<file path="src/rtl/aams_pkg.sv">
// ----------------------------------------------------------------------------
// aams_pkg
// Shared types, constants and helpers of the area-averaging mask resampler.
// ----------------------------------------------------------------------------
`default_nettype none
package aams_pkg;

   localparam int MAX_SRC_PIXELS = 262144;
   localparam int MAX_DIM        = 4096;
   localparam int ADDR_W         = $clog2(MAX_SRC_PIXELS);
   localparam int DIM_W          = 13;
   localparam int XY_W           = 12;
   localparam int VAL_W          = 16;
   localparam int COORD_W        = 2 * DIM_W;
   localparam int NUM_W          = 35;
   localparam int DEN_W          = ADDR_W + 1;
   localparam int CNT_W          = 6;
   localparam int ONE_Q15        = 32768;

   typedef enum logic [2:0] {
      REG_SRC_WIDTH  = 3'd0,
      REG_SRC_HEIGHT = 3'd1,
      REG_DST_WIDTH  = 3'd2,
      REG_DST_HEIGHT = 3'd3
   } reg_index_type;

   typedef enum logic [1:0] {
      ERR_OK     = 2'd0,
      ERR_SAMPLE = 2'd1,
      ERR_RANGE  = 2'd2
   } err_type;

   typedef enum logic [3:0] {
      ST_IDLE,
      ST_CHECK,
      ST_DIV_START,
      ST_DIV_WAIT,
      ST_SETUP,
      ST_ROW,
      ST_READ,
      ST_WEIGHT,
      ST_ACCUM,
      ST_DONE
   } state_type;

   typedef enum logic [2:0] {
      SEL_XLO,
      SEL_XHI,
      SEL_YLO,
      SEL_YHI,
      SEL_OUT
   } div_sel_type;

   typedef struct packed {
      logic             start;
      logic [NUM_W-1:0] numer;
      logic [DEN_W-1:0] denom;
   } div_req_type;

   typedef struct packed {
      logic             done;
      logic [NUM_W-1:0] quot;
   } div_rsp_type;

   typedef struct packed {
      logic              en;
      logic [ADDR_W-1:0] addr;
      logic [VAL_W-1:0]  data;
   } store_wr_type;

   typedef struct packed {
      logic              en;
      logic [ADDR_W-1:0] addr;
   } store_rd_type;

   function automatic logic [DIM_W-1:0] overlap(input logic [COORD_W-1:0] a0,
                                                input logic [COORD_W-1:0] a1,
                                                input logic [COORD_W-1:0] b0,
                                                input logic [COORD_W-1:0] b1);
      logic [COORD_W-1:0] lo;
      logic [COORD_W-1:0] hi;
      logic [COORD_W-1:0] diff;
      lo   = (a0 > b0) ? a0 : b0;
      hi   = (a1 < b1) ? a1 : b1;
      diff = hi - lo;
      return (hi > lo) ? diff[DIM_W-1:0] : '0;
   endfunction

endpackage
`default_nettype wire

</file>
<file path="src/rtl/aams_div.sv">
// ----------------------------------------------------------------------------
// aams_div
// Restoring divider, one quotient bit per cycle, done pulses after the last.
// ----------------------------------------------------------------------------
`default_nettype none
module aams_div (
   input  wire logic                  clock,
   input  wire logic                  reset,
   input  wire aams_pkg::div_req_type req,
   output aams_pkg::div_rsp_type      rsp
);
   import aams_pkg::*;

   logic             busy_ff, busy_in;
   logic             done_ff, done_in;
   logic [CNT_W-1:0] cnt_ff, cnt_in;
   logic [NUM_W-1:0] q_ff, q_in;
   logic [DEN_W-1:0] r_ff, r_in;
   logic [DEN_W-1:0] d_ff, d_in;
   logic [DEN_W:0]   shifted;
   logic [DEN_W+1:0] diff;

   always_comb begin
      shifted = {r_ff, q_ff[NUM_W-1]};
      diff    = {1'b0, shifted} - {2'b0, d_ff};
      busy_in = busy_ff;
      done_in = 1'b0;
      cnt_in  = cnt_ff;
      q_in    = q_ff;
      r_in    = r_ff;
      d_in    = d_ff;
      if (req.start) begin
         busy_in = 1'b1;
         cnt_in  = CNT_W'(NUM_W);
         q_in    = req.numer;
         r_in    = '0;
         d_in    = req.denom;
      end else if (busy_ff) begin
         if (!diff[DEN_W+1]) begin
            r_in = diff[DEN_W-1:0];
            q_in = {q_ff[NUM_W-2:0], 1'b1};
         end else begin
            r_in = shifted[DEN_W-1:0];
            q_in = {q_ff[NUM_W-2:0], 1'b0};
         end
         cnt_in = cnt_ff - CNT_W'(1);
         if (cnt_ff == CNT_W'(1)) begin
            busy_in = 1'b0;
            done_in = 1'b1;
         end
      end
   end

   always_ff @(posedge clock) begin
      if (reset) begin
         busy_ff <= 1'b0;
         done_ff <= 1'b0;
         cnt_ff  <= '0;
      end else begin
         busy_ff <= busy_in;
         done_ff <= done_in;
         cnt_ff  <= cnt_in;
      end
      q_ff <= q_in;
      r_ff <= r_in;
      d_ff <= d_in;
   end

   assign rsp.done = done_ff;
   assign rsp.quot = q_ff;

endmodule
`default_nettype wire

</file>
<file path="config.mk">
export PLATFORM = sky130hd
export DESIGN_NAME = aams_div
export DESIGN_NICKNAME = d
export VERILOG_FILES = /design/src/rtl/aams_pkg.sv /design/src/rtl/aams_div.sv
export SDC_FILE = /design/constraint.sdc
export NUM_CORES = 1
export LEC_CHECK = 0
export ABC_AREA = 1
export BUFFER_PORTS_ARGS = -buffer_cell sky130_fd_sc_hd__buf_2
export CAP_MARGIN = 0
export CELL_PAD_IN_SITES_DETAIL_PLACEMENT = 1
export CELL_PAD_IN_SITES_GLOBAL_PLACEMENT = 1
export CORE_MARGIN = 2
export CORE_UTILIZATION = 43
export CTS_CLUSTER_DIAMETER = 100
export DETAILED_ROUTE_END_ITERATION = 8
export PLACE_DENSITY = 0.93
export RECOVER_POWER = 25
export REMOVE_ABC_BUFFERS = 1
export SLEW_MARGIN = 30
export SYNTH_ARGS = -nofsm -noshare
export SYNTH_HDL_FRONTEND = slang
export SYNTH_SLANG_ARGS = --single-unit
</file>
<file path="constraint.sdc">
create_clock -name clock -period 4.25 [get_ports clock]
set_clock_uncertainty 0.15 [all_clocks]
set_input_delay 0 -clock clock [delete_from_list [all_inputs] [get_ports clock]]
set_output_delay 0 -clock clock [all_outputs]
set_load 0.03 [all_outputs]
</file>
# After elaboration in Yosys (flattened, before gate mapping)
# Index checks and enable logic that the tools add are counted.
totals:
  out_inout_bits: 36
  regBits: 81
  inputBits: 57
  word_cells: 24
op_classes:
  n_eq_ne: 1
  n_bitwise: 1
  n_reduce_logical: 3
  mux: 10
  n_addsub: 2
ops:
  columns: ["op", "n"]
  rows:
  - ["$mux 35", 2]
  - ["$sub 20x19->21", 1]
  - ["$mux 19", 1]
  - ["$mux 6", 2]
  - ["$eq 6x1->1 const B", 1]
  - ["$sub 6x1->6 const B", 1]
  - ["$mux 1", 5]
  - ["$reduce_or 3->1", 1]
  - ["$reduce_bool 2->1", 1]
  - ["$reduce_or 2->1", 1]
  - ["$not 1->1", 1]

# Longest topological paths before layout
# Gate-level depths: netlist of run 1.
logic_depth:
  word_depth: 4
  mapped_depth: 14
  depth_no_buf: 14

# Worst setup path after synthesis of run 1
# No wires, ideal clock.
synth_timing:
  path_type: "reg2reg"
  from: "reg q_ff[34]"
  to: "reg r_ff[8]"
  setup_slack_ps: 1887
  t_required_ps: 3941
  period_less_slack_ps: 2363
  path_buffers: 1
  t_arrival_ps: 2054
  path_stages_with_launch: 13
  setup_ps: 159
  path_cell_list: "edfxtp_1 inv_1 ha_1 fa_1 inv_1 nand3_1 nand2_1 nand3b_4 nand3_4 buf_6 nand2_1 nand3_1 o21ai_1"
synth_via:
  elab_chain_cells: 2
synth_lines:
  columns: ["element", "line", "rtl"]
  rows:
  - ["start: declaration", "aams_div.sv:17", "logic [NUM_W-1:0] q_ff, q_in;"]
  - ["start signal: assignment", "aams_div.sv:64", "q_ff <= q_in;"]
  - ["$sub 20x19->21", "aams_div.sv:25", "diff = {1'b0, shifted} - {2'b0, d_ff};"]
  - ["$mux 19", "aams_div.sv:39", "if (!diff[DEN_W+1]) begin"]
  - ["end signal: assignment", "aams_div.sv:65", "r_ff <= r_in;"]
  - ["end: declaration", "aams_div.sv:18", "logic [DEN_W-1:0] r_ff, r_in;"]
# No other way between the ends.
# A chain may end at the register's enable or synchronous reset.

# Worst setup path in the final report of run 1
layout_timing:
  from: "reg q_ff[34]"
  to: "reg r_ff[0]"
layout_via:
  elab_chain_cells: 2
layout_lines:
  columns: ["element", "line"]
  rows:
  - ["$sub 20x19->21", "aams_div.sv:25"]
  - ["$mux 19 *", "aams_div.sv:39"]
# Mark *: on every way between the ends. The rest lies on a longest branch, timed or not.

==> run summary, run 1 <==
Pre-antenna DRT Iters -> 4
Min-Delay Endpoint -> d_ff[1]
Seq cells post-synth -> 81
layout cell share with drive strength beyond 1 -> 13.6%
R2R Path End -> r_ff[0]
Post-Syn Area -> 4690 um^2
IO Port Bufs -> 92
synthesis-to-finish area growth -> 27.2%
outcome -> completed
Post-DRT Antenna Nets -> 0
crit-path cells -> inv_1, ha_1, fa_1, inv_1, nand3_1, nand2_1, nand3b_4, nand3_4, nand2_1, nand3_1, o21ai_1
Die Ht -> 108 um
CP delay by family, top -> simple AND/OR/NAND/NOR gates
CTS Buffer Depth -> 2
vias in the first global route -> 5,531
Cell variety after synth -> 34
area occupied by multi-input gates -> 2060 um^2
hpwl dp -> 9840 um
Final Util -> 55.5%
Slowest-stage cell, CP -> edfxtp_1
CP required -> 4.37 ns
register area -> 2160 um^2
peak supply drop -> 0.228 mV
CTS tree -> done
final wirelength -> 18,600 um
Post-CTS Setup Inserts -> 0
Sink Count -> 81
MaxCap Viol Count -> 0
Initial DRC Count -> 277
# diodes -> 0
RSZ-0062 raised after global routing -> no
Hold Fails Final Rpt -> 0
reg2reg path depth -> 11
WL/cell -> 20.4 um
Combinational Power Share -> 20.7%
# H-tree levels -> 3
placed inst area -> 5260 um^2
worst reg2reg path startpoint -> q_ff[34]
Flop pwr share -> 50.7%
clock power share -> 28.6%
Hold WC Path Type -> in2reg
die width -> 108 um
worst hold path depth -> 2
Setup TNS -> 0 ns
Routability Congestion -> 0.888
die area -> 11,800 um^2
CP arrival -> 2.99 ns
internal power -> 1.25 mW
sw frac -> 33.5%
post-route cell area -> 5960 um^2
critical path peak fanout -> 21
GRT Total Usage -> 33.5%
DR DRC count -> 0
Worst-Margin Slew -> 0.826 ns
Tcrit/Tclk final -> 67.5%
register area share after synthesis -> 46.1%
Fillers -> 1,387
Critical Path Sink Type -> flop
grt total ovfl -> 0
Reg clk slew, reported paths -> 0.10 ns
nets@finish -> 845
initial antenna violation count -> 1
Net Sw Power -> 626 uW
Top Ports -> 93
CP startpoint kind -> flop
Initial Utilization -> 43.6%
total power divided by cell area -> 314 nW/um^2
worst hold start -> req[1]
row count -> 38
Via density -> 5.49
DR vias -> 5,001
relative slew slack -> 45.0%
Synth Warn # -> 0
Syn Inst Count -> 620
mean post-synth cell area -> 7.56 um^2
clock latency on the worst-skew pair -> 0.39 ns
Critical path buffers and inverters -> 2
Core Area -> 10,700 um^2
fin. max-slew vios -> 0
Root Buffer -> clkbuf_8
clock period minus worst slack -> 2.87 ns
WS Path Type -> reg2reg
CP max stage delay -> 0.45 ns
r2r setup slk -> 1.38 ns
CTS Buf Count -> 9
setup violators final -> 0
first-pass GRT wire length -> 29,500 um
Leakage -> 3.06 nW
largest net degree at the start of global routing -> 47
Max Freq -> 0.348 GHz
## cell type report
type                       instances  area share (%)
sequential                        81            36.3
multi-input combinational        422            34.5
timing repair buffer             152            17.2
inverter                         100            6.29
tap                              140            2.94
clock buffer                      10            2.14
clock inverter                     6           0.587
## cells by family after synthesis
logic type	count (synthesis)	synth area share, %
DFF	81	46.1
AOI/OAI and AO/OA	29	3.42
adders and majority gates	22	6.03
buffers and inverters	117	9.93
xor gates and xnor gates	8	1.49
and+or+nand+nor	363	33.0
## worst register-to-register path, delay by kind of cell (launching register included)
family | cells | cell delay [ns]
and+or+nand+nor | 6 | 1.17
DFF | 1 | 0.45
buffers and inverters | 2 | 0.21
adders and majority gates | 2 | 0.69
AOI/OAI and AO/OA | 1 | 0.09
## state kept, by name (all words and copies together) (netlist names)
register and count:
cnt_ff 6, done_ff 1, busy_ff 1, q_ff 35, d_ff 19, r_ff 19
## layer usage
metal  share of wire, %  global-route usage, %  up-vias
li1                   -                      -     2251
met1                 38                   35.9     2445
met2                 50                   59.5      233
met3                6.2                   7.78       70
met4                5.4                   20.5        2
met5              0.070                      0        -
## how the worst max path moves through the flow
stage	endpoint	depth (start not counted)	start
final	r_ff[0]	11	q_ff[34]
after detailed placement	r_ff[10]	11	q_ff[34]
after global placement	q_ff[0]	8	d_ff[17]
after global routing	r_ff[10]	11	q_ff[34]
after floorplan	r_ff[8]	11	q_ff[34]
after CTS	r_ff[10]	11	q_ff[34]
## stage by stage
stage               setup slack [ns]  power (mW)  hold slack, ns  cells
global placement                1.76        1.26          0.0272    839
floorplan                       1.83        1.15         -0.0715    603
global route                    1.25        1.93           0.180    911
finish                          1.38        1.87           0.176    911
CTS                             1.66        1.81           0.167    911
detailed placement              1.67        1.27          0.0289    839
## timing repair
action                    CTS  global route
hold buffers               56             0
gates resized for setup     0             0
hold endpoints to repair   71             0
## cells in the final DEF (no fill, tap or decap), drive strengths merged
master	n
a211oi	1
a21oi	12
a221oi	1
and2	1
and3	1
buf	77
clkbuf	29
clkinv	5
clkinvlp	1
dfxtp	27
dlygate4sd3	56
edfxtp	54
fa	1
ha	21
inv	100
nand2	257
nand3	43
nand3b	1
nand4	20
nor2	33
nor3	5
nor3b	2
o211ai	1
o21ai	13
o21bai	1
xnor2	6
xor2	2
## power by group through the flow
stage                     combinational [mW]  sequential [mW]  clock, mW
after global routing                   0.413            0.953      0.561
final                                  0.388            0.949      0.535
after global placement                 0.306            0.951          0
after CTS                              0.362            0.938      0.506
after floorplan                        0.130             1.02          0
after detailed placement               0.321            0.953          0
## cell usage after synthesis (all sizes together)
cell type | number | share of area [%]
nand3 | 43 | 4.9
inv | 100 | 8.0
clkbuf | 8 | 0.64
and3 | 1 | 0.13
xor2 | 2 | 0.37
and2 | 1 | 0.13
buf | 9 | 1.3
a21oi | 12 | 1.4
a211oi | 1 | 0.16
edfxtp | 54 | 35
fa | 1 | 0.43
nor3 | 5 | 0.53
xnor2 | 6 | 1.1
nor3b | 2 | 0.32
o211ai | 1 | 0.16
o21ai | 13 | 1.4
nand2 | 257 | 21
o21bai | 1 | 0.16
nand4 | 20 | 2.7
nand3b | 1 | 0.43
dfxtp | 27 | 12
ha | 21 | 5.6
nor2 | 33 | 3.2
a221oi | 1 | 0.19
No activity file was read; power rests on OpenSTA's default activity.
==> run 2: changes to the inputs <==
ABC_AREA = 0   (was 1)
PLACE_DENSITY = 0.88   (was 0.93)
clock period = 2.7 ns   (was 4.25 ns; I/O delays follow)
==> run 2 against run 1 <==
Against the previous run:
- the run now ends with negative setup slack left
- wire length increased by 8.0%
- non-clock buffer count increased by 32
- hold slack got worse by 0.031 ns
- critical path depth unchanged
- register-to-register slack got worse by 1.8 ns
- sequential share of layout area decreased by 0.38 points
- cell count decreased by 24%
- critical endpoint unchanged
==> run summary, run 2 <==
Critical Path Sink Type -> flop
DR DRC count -> 0
Die Ht -> 104 um
reg2reg path depth -> 11
commonest cells after routing, fill and taps aside -> buf_2, dlygate4sd3_1, edfxtp_1
initial antenna violation count -> 2
vias in the first global route -> 4,356
layout cell share with drive strength beyond 1 -> 32.6%
fin. max-slew vios -> 0
Synth area leader -> edfxtp_1
Initial DRC Count -> 431
Critical Path End -> r_ff[0]
nets@finish -> 632
final wirelength -> 20,100 um
Synth top cells by count -> edfxtp_1, mux2_2, inv_1
Synth Warn # -> 0
Seq cells post-synth -> 81
CP arrival -> 3.30 ns
MaxCap Viol Count -> 0
WS Path Type -> reg2reg
Hold WC Path Type -> in2reg
GRT Total Usage -> 31.8%
setup violators final -> 20
CTS Buf Count -> 9
Post-Syn Area -> 4290 um^2
most common cell after layout, fill and taps aside -> buf_2
Sink Count -> 81
Reg with most FFs -> q_ff
Hold Fails Final Rpt -> 0
Reg clk slew, reported paths -> 0.11 ns
R2R Path End -> r_ff[0]
crit path launch -> d_ff[12]
Pre-antenna DRT Iters -> 5
die width -> 104 um
clock period minus worst slack -> 3.16 ns
row count -> 36
Max Freq -> 0.317 GHz
failing checks -> negative setup slack
Syn Inst Count -> 375
Cell variety after synth -> 56
clock latency on the worst-skew pair -> 0.41 ns
total power divided by cell area -> 622 nW/um^2
Top Ports -> 93
Via density -> 6.15
RSZ-0062 raised after global routing -> yes
placed instance count -> 611
synthesis-to-finish area growth -> 40.5%
biggest regs -> q_ff x35, d_ff x19, r_ff x19
WL/cell -> 29.0 um
post-route insts no fill -> 693
CTS tree -> done
# H-tree levels -> 3
Post-synth ARST share -> 0%
register area share after synthesis -> 50.4%
CP required -> 2.85 ns
Tcrit/Tclk final -> 117%
Hold Slack -> 0.146 ns
critical path peak fanout -> 4
DR vias -> 4,261
Core Area -> 9730 um^2
Root Buffer -> clkbuf_8
IO Port Bufs -> 92
die area -> 10,800 um^2
CP startpoint kind -> flop
worst reg2reg path startpoint -> d_ff[12]
EDFF count, synth -> 54
relative slew slack -> 22.3%
Worst Slack Setup Final -> -0.457 ns
peak supply drop -> 0.573 mV
first-pass GRT wire length -> 25,900 um
Routability Congestion -> 0.858
Synth Flop Type -> edfxtp_1
Worst-Margin Slew -> 1.17 ns
mean post-synth cell area -> 11.4 um^2
hpwl dp -> 8480 um
CTS Buffer Depth -> 2
Leakage -> 2.42 nW
largest net degree at the start of global routing -> 37
r2r setup slk -> -0.46 ns
Initial Utilization -> 44.1%
outcome -> finished with violations
top-count cell post-synth -> edfxtp_1
ranking of synthesized cells by area -> edfxtp_1, dfxtp_1, mux2_2, ha_1, mux2i_1
post-synth top area share -> 37.8%
Largest register FFs -> 35
Post-DRT Antenna Nets -> 0
grt total ovfl -> 0
## run 2: per-layer routing
layer  vias up  track usage (%)  wire, um
met3       114             9.59      2050
met1      2073             37.3      7230
li1       1739                -         -
met4         0             14.2      1450
met5         -                0         0
met2       335             53.6      9370
## run 2: critical path, stage by stage, from the launching register on
cell and delay [ns]:
edfxtp_1 0.38, inv_1 0.06, ha_1 0.28, a211oi_2 0.40
o21bai_2 0.18, o31ai_2 0.32, nand2b_2 0.26, o211ai_4 0.13
buf_4 0.18, buf_4 0.14, and3_1 0.20, a311oi_2 0.36
## run 2: cells by family (layout without fill, tap and decap cells)
| kind of cell | Yosys count | in the layout | share of synthesized area (%) |
|---|---|---|---|
| compound gates | 84 | 84 | 14.0 |
| mux | 48 | 48 | 12.2 |
| flops | 81 | 81 | 50.4 |
| simple gates | 73 | 73 | 8.37 |
| other cells | 0 | 2 | 0 |
| xor+xnor | 18 | 18 | 3.68 |
| buf+inv | 49 | 232 | 4.75 |
| fa+ha+maj | 22 | 22 | 6.59 |
## run 2: stage by stage
step	util, %	setup slack [ns]	TNS (ns)	instance area, um^2	total power, mW
2_1_floorplan	-	-0.678	-10.60	4210	2.06
3_3_place_gp	51.8	0.0159	0	5040	2.32
6_report	61.9	-0.457	-5.89	6030	3.75
5_1_grt	61.9	-0.706	-8.61	6020	3.84
4_1_cts	60.8	-0.0281	-0.0364	5910	3.47
3_5_place_dp	51.8	-0.125	-1.37	5040	2.37
## run 2: what timing repair did
item / in CTS / in global routing
endpoints found under the hold margin: 64 / 0
hold buffers: 56 / 0
buffers inserted: 3 / 5
cloned: 0 / 0
setup endpoints to repair: 19 / 20
pin swaps: 10 / 20
gates resized for setup: 13 / 17
## run 2: final cells by class
| cell class | count | area (um^2) |
|---|---|---|
| Inverter | 32 | 120 |
| Antenna cell | 2 | 5.00 |
| Tap cell | 133 | 166 |
| Timing Repair Buffer | 184 | 1280 |
| Clock inverter | 5 | 81.3 |
| Sequential cell | 81 | 2160 |
| Multi-Input combinational cell | 245 | 2080 |
| Clock buffer | 11 | 131 |
| Fill cell | 1060 | 3700 |
## run 2: where the power goes
| part | switching, mW | internal, mW | total (mW) |
|---|---|---|---|
| clock network | 0.567 | 0.525 | 1.09 |
| logic | 0.660 | 0.436 | 1.10 |
| registers | 0.107 | 1.45 | 1.56 |
| total | 1.33 | 2.41 | 3.75 |
## run 2: worst min path at each step
stage,depth (start not counted),slack (ns),startpoint,to
after floorplan,1,-0.08,req[54],r_ff[16]
after global placement,1,0.03,req[17],d_ff[17]
after detailed placement,1,0.03,req[2],d_ff[2]
after CTS,2,0.15,req[2],d_ff[2]
after global routing,2,0.15,req[4],d_ff[4]
final,2,0.15,req[4],d_ff[4]
